`config.mk`:
```
export PLATFORM = sky130hd
export DESIGN_NAME = exif_orientation_parser
export DESIGN_NICKNAME = d
export VERILOG_FILES = /design/src/rtl/eop_pkg.sv /design/src/rtl/exif_orientation_parser.sv
export SDC_FILE = /design/constraint.sdc
export NUM_CORES = 1
export LEC_CHECK = 0
export BUFFER_PORTS_ARGS = -buffer_cell sky130_fd_sc_hd__buf_2
export CAP_MARGIN = 40
export CORE_MARGIN = 1
export CORE_UTILIZATION = 45
export CTS_CLUSTER_SIZE = 8
export DETAILED_ROUTE_END_ITERATION = 8
export HOLD_SLACK_MARGIN = 0.06
export PLACE_DENSITY = 0.59
export SLEW_MARGIN = 0
export SYNTH_ARGS = -nofsm -noshare
export SYNTH_HDL_FRONTEND = slang
export SYNTH_SLANG_ARGS = --single-unit
```
`constraint.sdc`:
```
create_clock -name clk -period 13.5 [get_ports clk]
set_clock_uncertainty 0.15 [all_clocks]
set_input_delay 0.675 -clock clk [delete_from_list [all_inputs] [get_ports clk]]
set_output_delay 0.675 -clock clk [all_outputs]
set_load 0.02 [all_outputs]
```
`src/rtl/eop_pkg.sv`:
```
// Package: types and constants for the Exif orientation parser.
`timescale 1ns / 1ps

package eop_pkg;

    typedef struct packed {
        logic [7:0] data_byte;
        logic       segment_start;
    } eop_in_t;

    typedef struct packed {
        logic [3:0] orientation;
        logic [2:0] status;
    } eop_out_t;

    typedef enum logic [13:0] {
        PH_IDLE    = 14'b00000000000001,
        PH_LEN     = 14'b00000000000010,
        PH_EXIF    = 14'b00000000000100,
        PH_PAD     = 14'b00000000001000,
        PH_BOM     = 14'b00000000010000,
        PH_MAGIC   = 14'b00000000100000,
        PH_IFDOFF  = 14'b00000001000000,
        PH_SKIPIFD = 14'b00000010000000,
        PH_COUNT   = 14'b00000100000000,
        PH_TAG     = 14'b00001000000000,
        PH_SKIPENT = 14'b00010000000000,
        PH_SKIPVAL = 14'b00100000000000,
        PH_VALUE   = 14'b01000000000000,
        PH_DRAIN   = 14'b10000000000000
    } eop_phase_t;

    localparam logic [2:0] STAT_FOUND      = 3'd0;
    localparam logic [2:0] STAT_BAD_HEADER = 3'd1;
    localparam logic [2:0] STAT_BAD_ORDER  = 3'd2;
    localparam logic [2:0] STAT_NO_TAG     = 3'd3;
    localparam logic [2:0] STAT_BAD_VALUE  = 3'd4;

    localparam logic [31:0] EXIF_WORD     = 32'h45786966;
    localparam logic [31:0] PAD_WORD      = 32'h00000000;
    localparam logic [31:0] BOM_INTEL     = 32'h00004949;
    localparam logic [31:0] BOM_MOTOROLA  = 32'h00004D4D;
    localparam logic [31:0] TIFF_MAGIC    = 32'h0000002A;
    localparam logic [31:0] ORIENT_TAG    = 32'h00000112;
    localparam logic [31:0] TIFF_HDR_OFF  = 32'd8;
    localparam logic [31:0] MAX_ORIENT    = 32'd8;
    localparam logic [15:0] MIN_SEG_LEN   = 16'd8;
    localparam logic [16:0] ENTRY_BYTES   = 17'd12;
    localparam logic [3:0]  ORIENT_NORMAL = 4'd1;

endpackage

```
`src/rtl/exif_orientation_parser.sv`:
```
// Top level: byte-stream Exif orientation tag parser for one APP1 segment.
`timescale 1ns / 1ps

// Feed the APP1 segment one byte per transaction, starting at the first
// byte of its two-byte big-endian length, with segment_start high on that
// byte. The parser checks the Exif header, pad, byte-order mark and TIFF
// magic, walks to IFD0, scans its 12-byte entries for the orientation tag
// and reads its SHORT value. On the segment's last byte it emits one
// result transaction: orientation (1..8, 1 when absent or invalid) and a
// status code. Bytes outside an open segment are dropped; segment_start
// mid-segment abandons the open segment with no result. Throughput is one
// byte per clock: each byte updates the phase, counters and collected word
// in a single registered step. Results go into a two-entry output queue,
// so byte_ready stays high while one result waits for the consumer; it
// drops only when both entries are full. Each result is registered into
// the queue as the segment's last byte is accepted.
module exif_orientation_parser
    import eop_pkg::*;
(
    input  logic     clk,
    input  logic     rst_n,
    input  logic     byte_valid,
    output logic     byte_ready,
    input  eop_in_t  byte_data,
    output logic     result_valid,
    input  logic     result_ready,
    output eop_out_t result_data
);

    // Parser state
    eop_phase_t  phase_reg,  phase_next;
    logic [15:0] offset_reg, offset_next;
    logic [15:0] len_reg,    len_next;
    logic        le_reg,     le_next;
    logic [31:0] word_reg,   word_next;
    logic [31:0] skip_reg,   skip_next;
    logic [15:0] tags_reg,   tags_next;
    logic [3:0]  orient_reg, orient_next;
    logic [2:0]  status_reg, status_next;

    // Result queue: head entry drives the port, spare catches a second result
    eop_out_t    head_reg,   spare_reg;
    logic [1:0]  cnt_reg;

    logic        accept;
    logic        pop;
    logic        emit;
    eop_out_t    emit_data;

    assign accept       = byte_valid && byte_ready;
    assign pop          = result_valid && result_ready;
    assign byte_ready   = (cnt_reg != 2'd2);
    assign result_valid = (cnt_reg != 2'd0);
    assign result_data  = head_reg;

    always_comb
    begin
        eop_phase_t  cur;
        logic        run;
        logic        done;
        logic [31:0] v;

        phase_next  = phase_reg;
        offset_next = offset_reg;
        len_next    = len_reg;
        le_next     = le_reg;
        word_next   = word_reg;
        skip_next   = skip_reg;
        tags_next   = tags_reg;
        orient_next = orient_reg;
        status_next = status_reg;
        emit        = 1'b0;
        run         = 1'b0;
        done        = 1'b0;
        v           = '0;

        if (accept)
        begin
            if (byte_data.segment_start)
            begin
                phase_next  = PH_LEN;
                offset_next = '0;
                len_next    = '0;
                le_next     = 1'b0;
                word_next   = '0;
                skip_next   = 32'd2;
                tags_next   = '0;
                orient_next = ORIENT_NORMAL;
                status_next = STAT_FOUND;
                run         = 1'b1;
            end
            else if (phase_reg != PH_IDLE)
            begin
                run = 1'b1;
            end
        end

        cur = phase_next;

        if (run)
        begin
            offset_next = offset_next + 16'd1;

            case (cur) inside
                PH_SKIPIFD, PH_SKIPENT, PH_SKIPVAL:
                begin
                    skip_next = skip_next - 32'd1;
                    done      = (skip_next == 32'd0);
                end
                PH_DRAIN, PH_IDLE:
                begin
                    done = 1'b0;
                end
                default:
                begin
                    word_next = {word_next[23:0], byte_data.data_byte};
                    skip_next = skip_next - 32'd1;
                    done      = (skip_next == 32'd0);
                    v         = word_next;
                    if (le_next)
                    begin
                        case (cur) inside
                            PH_IFDOFF:
                                v = {word_next[7:0], word_next[15:8],
                                     word_next[23:16], word_next[31:24]};
                            PH_MAGIC, PH_COUNT, PH_TAG, PH_VALUE:
                                v = {16'd0, word_next[7:0], word_next[15:8]};
                            default:
                                v = word_next;
                        endcase
                    end
                end
            endcase

            if (done)
            begin
                // Every completed field clears the collector
                word_next = '0;
                case (cur)
                    PH_LEN:
                    begin
                        len_next = v[15:0];
                        if (v[15:0] < MIN_SEG_LEN)
                        begin
                            status_next = STAT_BAD_HEADER;
                            orient_next = ORIENT_NORMAL;
                            phase_next  = PH_DRAIN;
                            skip_next   = '0;
                        end
                        else
                        begin
                            phase_next = PH_EXIF;
                            skip_next  = 32'd4;
                        end
                    end
                    PH_EXIF:
                    begin
                        if (v != EXIF_WORD)
                        begin
                            status_next = STAT_BAD_HEADER;
                            orient_next = ORIENT_NORMAL;
                            phase_next  = PH_DRAIN;
                            skip_next   = '0;
                        end
                        else
                        begin
                            phase_next = PH_PAD;
                            skip_next  = 32'd2;
                        end
                    end
                    PH_PAD:
                    begin
                        if (v != PAD_WORD)
                        begin
                            status_next = STAT_BAD_HEADER;
                            orient_next = ORIENT_NORMAL;
                            phase_next  = PH_DRAIN;
                            skip_next   = '0;
                        end
                        else
                        begin
                            phase_next = PH_BOM;
                            skip_next  = 32'd2;
                        end
                    end
                    PH_BOM:
                    begin
                        if (v == BOM_INTEL || v == BOM_MOTOROLA)
                        begin
                            le_next    = (v == BOM_INTEL);
                            phase_next = PH_MAGIC;
                            skip_next  = 32'd2;
                        end
                        else
                        begin
                            status_next = STAT_BAD_ORDER;
                            orient_next = ORIENT_NORMAL;
                            phase_next  = PH_DRAIN;
                            skip_next   = '0;
                        end
                    end
                    PH_MAGIC:
                    begin
                        if (v != TIFF_MAGIC)
                        begin
                            status_next = STAT_BAD_HEADER;
                            orient_next = ORIENT_NORMAL;
                            phase_next  = PH_DRAIN;
                            skip_next   = '0;
                        end
                        else
                        begin
                            phase_next = PH_IFDOFF;
                            skip_next  = 32'd4;
                        end
                    end
                    PH_IFDOFF:
                    begin
                        // IFD offset counts from the TIFF header
                        if (v < TIFF_HDR_OFF)
                        begin
                            status_next = STAT_BAD_HEADER;
                            orient_next = ORIENT_NORMAL;
                            phase_next  = PH_DRAIN;
                            skip_next   = '0;
                        end
                        else if (v == TIFF_HDR_OFF)
                        begin
                            phase_next = PH_COUNT;
                            skip_next  = 32'd2;
                        end
                        else
                        begin
                            phase_next = PH_SKIPIFD;
                            skip_next  = v - TIFF_HDR_OFF;
                        end
                    end
                    PH_SKIPIFD, PH_SKIPVAL:
                    begin
                        phase_next = (cur == PH_SKIPIFD) ? PH_COUNT : PH_VALUE;
                        skip_next  = 32'd2;
                    end
                    PH_COUNT, PH_SKIPENT:
                    begin
                        if (cur == PH_COUNT)
                            tags_next = v[15:0];
                        if (cur == PH_COUNT && v[15:0] == 16'd0)
                        begin
                            status_next = STAT_NO_TAG;
                            orient_next = ORIENT_NORMAL;
                            phase_next  = PH_DRAIN;
                            skip_next   = '0;
                        end
                        else if ({1'b0, offset_next} + ENTRY_BYTES > {1'b0, len_next})
                        begin
                            // Next entry would run past the segment
                            status_next = STAT_NO_TAG;
                            orient_next = ORIENT_NORMAL;
                            phase_next  = PH_DRAIN;
                            skip_next   = '0;
                        end
                        else
                        begin
                            phase_next = PH_TAG;
                            skip_next  = 32'd2;
                        end
                    end
                    PH_TAG:
                    begin
                        if (v == ORIENT_TAG)
                        begin
                            // skip type and count, value sits at entry bytes 8..9
                            phase_next = PH_SKIPVAL;
                            skip_next  = 32'd6;
                        end
                        else
                        begin
                            tags_next = tags_next - 16'd1;
                            if (tags_next == 16'd0)
                            begin
                                status_next = STAT_NO_TAG;
                                orient_next = ORIENT_NORMAL;
                                phase_next  = PH_DRAIN;
                                skip_next   = '0;
                            end
                            else
                            begin
                                phase_next = PH_SKIPENT;
                                skip_next  = 32'd10;
                            end
                        end
                    end
                    PH_VALUE:
                    begin
                        if (v == 32'd0 || v > MAX_ORIENT)
                        begin
                            orient_next = ORIENT_NORMAL;
                            status_next = STAT_BAD_VALUE;
                        end
                        else
                        begin
                            orient_next = v[3:0];
                            status_next = STAT_FOUND;
                        end
                        phase_next = PH_DRAIN;
                        skip_next  = '0;
                    end
                    default:
                    begin
                        phase_next = phase_next;
                    end
                endcase
            end

            // End of segment: report and go idle
            if (phase_next != PH_LEN && offset_next >= len_next)
            begin
                if (phase_next != PH_DRAIN)
                begin
                    orient_next = ORIENT_NORMAL;
                    if (phase_next inside {PH_EXIF, PH_PAD, PH_BOM, PH_MAGIC, PH_IFDOFF})
                        status_next = STAT_BAD_HEADER;
                    else
                        status_next = STAT_NO_TAG;
                end
                emit       = 1'b1;
                phase_next = PH_IDLE;
            end
        end

        emit_data.orientation = orient_next;
        emit_data.status      = status_next;
    end

    always_ff @(posedge clk or negedge rst_n)
    begin
        if (!rst_n)
        begin
            phase_reg  <= PH_IDLE;
            offset_reg <= '0;
            len_reg    <= '0;
            le_reg     <= 1'b0;
            word_reg   <= '0;
            skip_reg   <= '0;
            tags_reg   <= '0;
            orient_reg <= ORIENT_NORMAL;
            status_reg <= STAT_FOUND;
        end
        else
        begin
            phase_reg  <= phase_next;
            offset_reg <= offset_next;
            len_reg    <= len_next;
            le_reg     <= le_next;
            word_reg   <= word_next;
            skip_reg   <= skip_next;
            tags_reg   <= tags_next;
            orient_reg <= orient_next;
            status_reg <= status_next;
        end
    end

    // Two-entry result queue
    always_ff @(posedge clk or negedge rst_n)
    begin
        if (!rst_n)
        begin
            cnt_reg <= 2'd0;
        end
        else
        begin
            case (cnt_reg)
                2'd0:
                begin
                    if (accept && emit)
                        cnt_reg <= 2'd1;
                end
                2'd1:
                begin
                    if (accept && emit && !pop)
                        cnt_reg <= 2'd2;
                    else if (!(accept && emit) && pop)
                        cnt_reg <= 2'd0;
                end
                2'd2:
                begin
                    if (pop)
                        cnt_reg <= 2'd1;
                end
                default:
                begin
                    cnt_reg <= 2'd0;
                end
            endcase
        end
    end

    always_ff @(posedge clk)
    begin
        case (cnt_reg)
            2'd0:
            begin
                if (accept && emit)
                    head_reg <= emit_data;
            end
            2'd1:
            begin
                if (accept && emit && pop)
                    head_reg <= emit_data;
                else if (accept && emit)
                    spare_reg <= emit_data;
            end
            2'd2:
            begin
                if (pop)
                    head_reg <= spare_reg;
            end
            default:
            begin
                head_reg <= head_reg;
            end
        endcase
    end

endmodule

```
# == Yosys cells after proc, flatten, opt, wreduce, memory -nomap -nowiden ==
# Index checks and enable logic that the tools add are counted.
# Widths: inputs -> output; s select.
# classes
mux,125
n_reduce_logical,29
bitwise,1
order_cmp,5
add_sub_neg,5
n_eq_ne,35
# op_table
op,n
$mux 32,20
$pmux 32 s10,1
$mux 16,15
$mux 14,16
$pmux 14 s10,1
$mux 4,19
$eq 32x15->1 const B,2
$logic_not 32->1,2
$mux 3,19
$pmux 4 s9,1
$eq 32x4->1 const B,1
$eq 32x9->1 const B,1
$gt 32x4->1 const B,1
$logic_not 16->1,2
$lt 32x4->1 const B,1
$ne 32x31->1 const B,1
$ne 32x6->1 const B,1
$pmux 16 s2,1
$reduce_bool 32->1,1
$sub 32x1->32 const B,1
$sub 32x4->32 const B,1
$eq 14x3->1 const B,2
$eq 14x4->1 const B,2
$eq 14x5->1 const B,2
45 further kinds,86
# word_totals
register_bits,150
output_inout_bits,9
input_bits,13

# == Logic depth before layout (Yosys ltp) ==
# Gate-level depths: netlist of run 1.
# depth
depth_word,27
depth_mapped,46

# == Worst setup path after synthesis of run 1 ==
# OpenSTA, ideal clock, no wires.
# synth_timing
path_kind,input -> register
startpoint,in byte_valid
endpoint,"reg head_reg, in the netlist result_data[0] (enable)"
setup_slack_ns,3.972
t_arrival_ns,9.097
n_path_buf,13
t_required_ns,13.068
path_stages,41
setup_time_ns,0.282
cell_sequence,and2_1 > buf_2 > nand2_2 > clkbuf_1 > buf_2 > clkbuf_1 > clkbuf_1 > clkbuf_1 > clkbuf_1 > clkbuf_1 > clkbuf_1 > nand2_1 > ha_1 > buf_2 > or3_1 > o311ai_0 > and4b_1 > o2111ai_1 > [5 not listed] > clkbuf_1 > o21ai_0 > ha_1 > nand2b_1 > a21o_1 > a21o_1 > a21o_1 > a21o_1 > a21o_1 > a21o_1 > a21oi_1 > o21ai_0 > o211ai_1 > a21o_1 > a41o_1 > nor2_1 > ha_1 > a221o_1
# synth_via
elab_chain_len,24
word_cells_on_any_way,84
# synth_lines
item,line,text
"start, declared",exif_orientation_parser.sv:22,"input logic byte_valid,"
$logic_and 1x1->1 (*),exif_orientation_parser.sv:50,assign accept = byte_valid && byte_ready;
"parallel branches: the longest is 19 deep, another holds $add 16x4->17",-,
$logic_and 1x1->1 (*),"exif_orientation_parser.sv:403, exif_orientation_parser.sv:408",
$logic_and 1x1->1,exif_orientation_parser.sv:408,if (accept && emit && pop)
$ne 2x2->1 (no line),-,
$reduce_and 4->1 (no line) (*),-,
"end signal, assigned",exif_orientation_parser.sv:404,head_reg <= emit_data;
"end signal, assigned",exif_orientation_parser.sv:409,head_reg <= emit_data;
"end signal, assigned",exif_orientation_parser.sv:416,head_reg <= spare_reg;
"end, declared",exif_orientation_parser.sv:42,"eop_out_t head_reg, spare_reg;"
# Every way passes the cells marked *. The select of a mux whose other input is x is not followed.
# A chain may end at the register's enable or synchronous reset.

# == Final worst setup path of run 1 ==
# layout_timing
startpoint,reg cnt_reg[0]
endpoint,"reg head_reg, in the netlist result_data[0] (enable)"
# layout_via
elab_chain_len,25
word_cells_on_any_way,92
# layout_lines
item,line,text
"start, declared",exif_orientation_parser.sv:43,logic [1:0] cnt_reg;
"start signal, assigned",exif_orientation_parser.sv:368,cnt_reg <= 2'd0;
"start signal, assigned",exif_orientation_parser.sv:376,cnt_reg <= 2'd1;
"start signal, assigned",exif_orientation_parser.sv:381,cnt_reg <= 2'd2;
"parallel branches: the longest is 24 deep, another holds $add 16x4->17",-,
$reduce_and 4->1 (no line) (*),-,
# Marked as above.

==> summary.md, run 1 <==
| Metric | Value |
|---|---|
| First-pass GRT wire length | `73.8 mm` |
| Placed cells | `1,964` |
| Final Cell Area | `13,800 um2` |
| Asr flop ratio synth | `90.1%` |
| Slew Limit Fails | `0` |
| Post-synth EDFFs | `14` |
| Commonest non-fill, non-tap cell in the layout | `nand2_1` |
| CP peak stage delay | `700 ps` |
| Status | `finished clean` |
| Vias per cell | `6.69` |
| Htree depth | `4` |
| CP required | `13,520 ps` |
| Leakage power | `5.42 nW` |
| Cell taking the most area after synthesis | `dfrtp_1` |
| Worst rel slew slack | `38.7%` |
| Startpoint Class | `register` |
| Filler Cells Inserted | `2,745` |
| Syn nets | `1,703` |
| Hold crit path type | `in2async` |
| Routed WL | `47.6 mm` |
| PD cells | `165 nW/um2` |
| Commonest cells after routing, fill and taps aside | `nand2_1, nor2_1, o21ai_0` |
| Netlist cell types | `105` |
| Clock-pin slew on the worst setup and hold paths | `70 ps` |
| Number of synthesized register bits | `142` |
| Initial antenna violation count | `0` |
| Hold Fails Final Rpt | `0` |
| Worst setup path start | `cnt_reg[0]` |
| Synth Area in Simple Gates | `28.3%` |
| Total grt overflow | `0` |
| Cells after Synth | `1,647` |
| Die area | `29,000 um2` |
| Die height | `170 um` |
| Antenna diode count | `0` |
| Worst-case clock buffer depth | `2` |
| Drt pass-1 iters | `6` |
| Mux cell area share after synthesis | `1.90%` |
| PostCTS Resize Cnt | `0` |
| Vias in the first global route | `12,500` |
| R2R setup slack | `4070 ps` |
| TNS Setup | `0 ps` |
| Crit-path most repeated cell | `a21o_1` |
| Cells on worst reg2reg path | `32` |
| Port bufs | `21` |
| Site Rows | `61` |
| NumNets Final | `1,661` |
| Via count | `13,400` |
| Setup bufs post-CTS | `0` |
| Synth Area in Compound Gates | `27.3%` |
| Cell area after synthesis | `12,800 um2` |
| Ys Warns | `0` |
| Count of final setup violators | `0` |
| RD Place Congestion | `0.956` |
| CP arrival | `9440 ps` |
| # DRC | `0` |
| Overall Global Routing Usage | `33.5%` |
| Syn-to-layout area delta | `8.28%` |
| Post-route insts no fill | `1,996` |
| Crit path max fanout | `65` |
| Adder-cell area share of the yosys netlist | `4.22%` |
| RR Startpoint | `cnt_reg[0]` |
| Share of cells above drive strength 1 | `9.27%` |
| RSZ-0062 raised after global routing | `false` |
| # clock sinks | `142` |
| Dominant cells by area after synthesis | `dfrtp_1, nand2_1, nor2_1, o21ai_0, ha_1` |
| Critical path class | `reg2reg` |
| CP Capture Type | `register` |
| Ports | `22` |
| Max VDD drop | `0.131 mV` |
| Critical path's slowest cell | `and2_1` |
| CTS tree | `yes` |
| Die X-Extent | `170 um` |
| Core area | `27,900 um2` |
| Register area share after synthesis | `28.4%` |
| Initial DRC Count | `1,710` |
| Routed Antenna Nets | `0` |
| Num CTS Buffers | `17` |
| Worst-Margin Slew | `917 ps` |
| Starting Density | `45.8%` |
| Worst-Skew Late Latency | `460 ps` |
| Pin count of the biggest net entering global routing | `69` |
| Prevailing post-synth register cell | `dfrtp_1` |
| Fmax | `106 MHz` |
| Largest family of logic cells by synthesized area | `simple AND/OR/NAND/NOR gates` |
| CTS Hold Buffers Added | `0` |
| DP HPWL | `33.6 mm` |
| XOR/XNOR Fraction of Synth Area | `5.01%` |
| Syn avg cell area | `7.74 um2` |
| MaxCap Viol Count | `0` |
| Root Driver | `clkbuf_16` |
| Dpl cell area | `13,200 um2` |
| Final Cycle Share | `69.9%` |
| Fin crit period | `9430 ps` |
| Critical R2R Capture | `result_data[0]` |
| Max reg flops | `32` |
| Synth top area share | `24.7%` |
| Post-DR wirelength/cell | `23.9 um` |
==> layer usage <==
layer / up-vias / part of all wire [%] / global-route usage, %
li1: 6118 / - / -
met4: 0 / 3.3 / 12.9
met3: 115 / 8.6 / 6.05
met5: - / 0 / 0
met2: 680 / 44 / 51.8
met1: 6448 / 44 / 46.2
==> worst max path at each step <==
stage          slack (ps)              to
3_5_place_dp         3870  result_data[4]
4_1_cts              4170  result_data[0]
5_1_grt              3540  result_data[0]
3_3_place_gp         4120  result_data[2]
6_report             4070  result_data[0]
2_1_floorplan        3970  result_data[0]
==> cells by family after synthesis <==
group           after synthesis
compound gates              514
fa+ha+maj                    43
xor+xnor                     73
buf+inv                     145
mux                          23
simple gates                707
flops                       142
==> power breakdown <==
group | switching, W | leakage, nW | total [W] | internal (W)
sequential | 0.000135 | 1.85 | 0.000660 | 0.000525
clock | 0.000202 | 0.290 | 0.000508 | 0.000305
combinational | 0.000729 | 3.27 | 0.00111 | 0.000377
total | 0.00107 | 5.42 | 0.00227 | 0.00121
==> stage by stage <==
stage / setup WS [ps] / util [%] / power (W) / hold WS (ps)
4_1_cts: 4170 / 49.6 / 0.00225 / 119
2_1_floorplan: 3970 / - / 0.00138 / 229
6_report: 4070 / 49.6 / 0.00227 / 84.5
5_1_grt: 3540 / 49.6 / 0.00240 / 140
3_3_place_gp: 4120 / 47.1 / 0.00172 / 334
3_5_place_dp: 3870 / 47.4 / 0.00173 / 340
==> synthesized netlist by cell type, drive strengths merged (14+ instances only) <==
cell / instances
xnor2: 41
nor3: 62
inv: 26
nor4: 38
nand4: 21
or3: 24
a21oi: 98
o211ai: 19
nor2: 176
and2: 27
or4: 19
o21ai: 137
a211oi: 24
xor2: 32
a32o: 15
a31oi: 29
dfrtp: 126
nand2: 186
a21o: 22
clkbuf: 79
buf: 39
ha: 43
nand3: 71
a22oi: 31
edfxtp: 14
==> worst max-delay path: cells and delay by family (launching register included) <==
family / cells / cell delay (ps)
AND/OR/NAND/NOR: 11 / 3810
AO/OA/AOI/OAI: 15 / 3010
adder cells (fa/ha/maj): 3 / 1150
buffers and inverters: 3 / 640
flip-flops: 1 / 380
==> area by class of cell <==
cell class	count	area, um2	share of cell area [%]
timing repair buffer	57	418	3.03
multi-input combinational	1360	8580	62.1
clock inverter	9	135	0.978
clock buffer	23	478	3.46
inverter	27	101	0.734
sequential	142	3630	26.3
tap	378	473	3.42
Power figures use the tool's default switching activity.
==> run 2: changes to the inputs <==
Settings changed: PLACE_DENSITY 0.59 to 0.62.
Clock period 13.5 ns to 8.3 ns, I/O delays scaled along.
==> run 2 against run 1 <==
Clock power is 56% higher. Critical path depth is 8 lower. Routed wire length is 0.94% lower. Register-to-register slack worse by 3600 ps. Via count is 0.52% higher. Hold slack better by 42 ps. Sequential share of layout area is 0.15 points lower. Flip-flop and latch count stayed put. Core utilization is 0.28 points higher. Sequential power is 64% higher. Die area stayed put. Critical path type unchanged.
==> summary.md, run 2 (synthesis results as in run 1) <==
| Metric | Value |
|---|---|
| Share of cells above drive strength 1 | `10.1%` |
| Worst-Margin Slew | `989 ps` |
| Startpoint Class | `register` |
| CP arrival | `7790 ps` |
| Total grt overflow | `0` |
| Via count | `13,400` |
| Port bufs | `21` |
| Die area | `29,000 um2` |
| Fmax | `128 MHz` |
| Site Rows | `61` |
| Initial DRC Count | `1,392` |
| CTS tree | `yes` |
| Crit-path cells | `and2b_1, inv_1, nand2_8, and2_1, ha_1, nand3_1, or4_1, a21oi_1, nand2_1, or4_1, nor4_1, nand3_1, xnor2_1, ha_1, a21o_1, a2111oi_0, o22ai_1, a311oi_1, o31ai_1, o211a_4, a41o_1, nor2_1, ha_1, a221o_1` |
| Hold Fails Final Rpt | `0` |
| Root Driver | `clkbuf_16` |
| PD cells | `265 nW/um2` |
| Worst rel slew slack | `33.8%` |
| Num CTS Buffers | `17` |
| Fin crit period | `7820 ps` |
| Post-route insts no fill | `2,010` |
| Slew Limit Fails | `0` |
| Drt pass-1 iters | `5` |
| Crit-path most repeated cell | `ha_1` |
| RSZ-0062 raised after global routing | `false` |
| CP peak stage delay | `580 ps` |
| # clock sinks | `142` |
| WP buf/inv | `1` |
| Post-DR wirelength/cell | `23.5 um` |
| Die X-Extent | `170 um` |
| Clock-pin slew on the worst setup and hold paths | `60 ps` |
| Sw power | `0.00176 W` |
| Initial antenna violation count | `2` |
| Filler Cells Inserted | `2,812` |
| CP Capture Type | `register` |
| Max VDD drop | `0.202 mV` |
| Worst-case clock buffer depth | `2` |
| Seq pwr share | `29.2%` |
| Reg area | `3630 um2` |
| Crit path max fanout | `9` |
| Routed WL | `47.2 mm` |
| Commonest cells after routing, fill and taps aside | `nand2_1, nor2_1, o21ai_0` |
| Syn-to-layout area delta | `8.90%` |
| Sw Share | `47.8%` |
| Critical path's slowest cell | `or4_1` |
| Clock share of power | `21.4%` |
| Final WS setup | `482 ps` |
| Max reg flops | `32` |
| CP required | `8270 ps` |
| Combinational fraction of design power | `49.3%` |
| Critical path class | `reg2reg` |
| RD Place Congestion | `0.994` |
| TNS Setup | `0 ps` |
| Status | `finished clean` |
| Htree depth | `4` |
| Post-Place Setup Slack | `515 ps` |
| DP HPWL | `34.7 mm` |
| Setup bufs post-CTS | `0` |
| Die height | `170 um` |
| Final Cycle Share | `94.2%` |
| Commonest non-fill, non-tap cell in the layout | `nand2_1` |
| First-pass GRT wire length | `73.9 mm` |
| Core area | `27,900 um2` |
| Overall Global Routing Usage | `33.5%` |
| Starting Density | `45.8%` |
| Vias in the first global route | `12,600` |
| Largest delay share family, worst path | `simple AND/OR/NAND/NOR gates` |
| MaxCap Viol Count | `0` |
| Hold_ws | `126 ps` |
| Vias per cell | `6.68` |
| Count of final setup violators | `0` |
| Placed cells | `1,974` |
| NumNets Final | `1,673` |
| # DRC | `0` |
| Worst-Skew Late Latency | `460 ps` |
| Hold crit path type | `in2reg` |
| Pin count of the biggest net entering global routing | `61` |
| Routed Antenna Nets | `0` |
| Leakage power | `5.45 nW` |
| Cell-internal power | `0.00192 W` |
| Multi-input combinational cell area | `8590 um2` |
| Ports | `22` |
[run 2: path summary, 6_finish.rpt]
check,from,to,slack (ps),cells after the start
setup / recovery,cnt_reg[0],result_data[2],480,24
hold / removal,byte_data[6],word_reg[5],130,2
setup reg to reg,cnt_reg[0],result_data[2],480,24
hold reg to reg,len_reg[7],len_reg[7],350,2
max in group asynchronous,rst_n,len_reg[9],6600,4
min in group asynchronous,rst_n,skip_reg[30],350,2
[run 2: stage by stage]
| stage | cell area, um2 | utilization [%] | power [W] |
|---|---|---|---|
| after floorplan | 12800 | - | 0.00226 |
| after global placement | 13200 | 47.3 | 0.00281 |
| after detailed placement | 13300 | 47.6 | 0.00283 |
| after CTS | 13900 | 49.8 | 0.00363 |
| after global routing | 13900 | 49.8 | 0.00389 |
| final | 13900 | 49.9 | 0.00368 |
[run 2: cell type report]
type,count,area share [%]
Antenna cell,2,0.0360
Clock buffer,21,3.47
Clock inverter,11,0.757
Inverter,27,0.730
Multi-Input combinational cell,1360,61.9
Sequential cell,142,26.1
Tap cell,378,3.40
Timing Repair Buffer,69,3.64
[run 2: power by group through the flow]
| stage | logic (W) | clock network [W] | registers, W |
|---|---|---|---|
| 3_5_place_dp | 0.00176 | 0 | 0.00107 |
| 3_3_place_gp | 0.00173 | 0 | 0.00107 |
| 5_1_grt | 0.00197 | 0.000827 | 0.00109 |
| 6_report | 0.00182 | 0.000790 | 0.00108 |
| 2_1_floorplan | 0.00127 | 0 | 0.000988 |
| 4_1_cts | 0.00177 | 0.000802 | 0.00106 |
[run 2: worst reg2reg max path: stages (launching register included)]
cell	delay [ps]
dfrtp_1	390
and2b_1	440
inv_1	210
nand2_8	130
and2_1	240
ha_1	290
nand3_1	300
or4_1	580
a21oi_1	290
nand2_1	140
or4_1	540
nor4_1	530
nand3_1	170
xnor2_1	160
ha_1	310
a21o_1	170
a2111oi_0	400
o22ai_1	320
a311oi_1	360
o31ai_1	120
o211a_4	190
a41o_1	230
nor2_1	260
ha_1	210
a221o_1	340
[run 2: per-layer routing]
layer / vias up / track usage [%] / part of all wire, %
met5: - / 0 / 0
met4: 0 / 12.3 / 3.3
met3: 112 / 6.91 / 8.7
met2: 641 / 52.2 / 45
met1: 6534 / 45.5 / 43
li1: 6143 / - / -
[run 2: what timing repair did]
action / CTS / global route
endpoints found under the setup margin: 0 / 7
hold buffers: 2 / 0
resized for setup: 0 / 1
endpoints found under the hold margin: 58 / 0
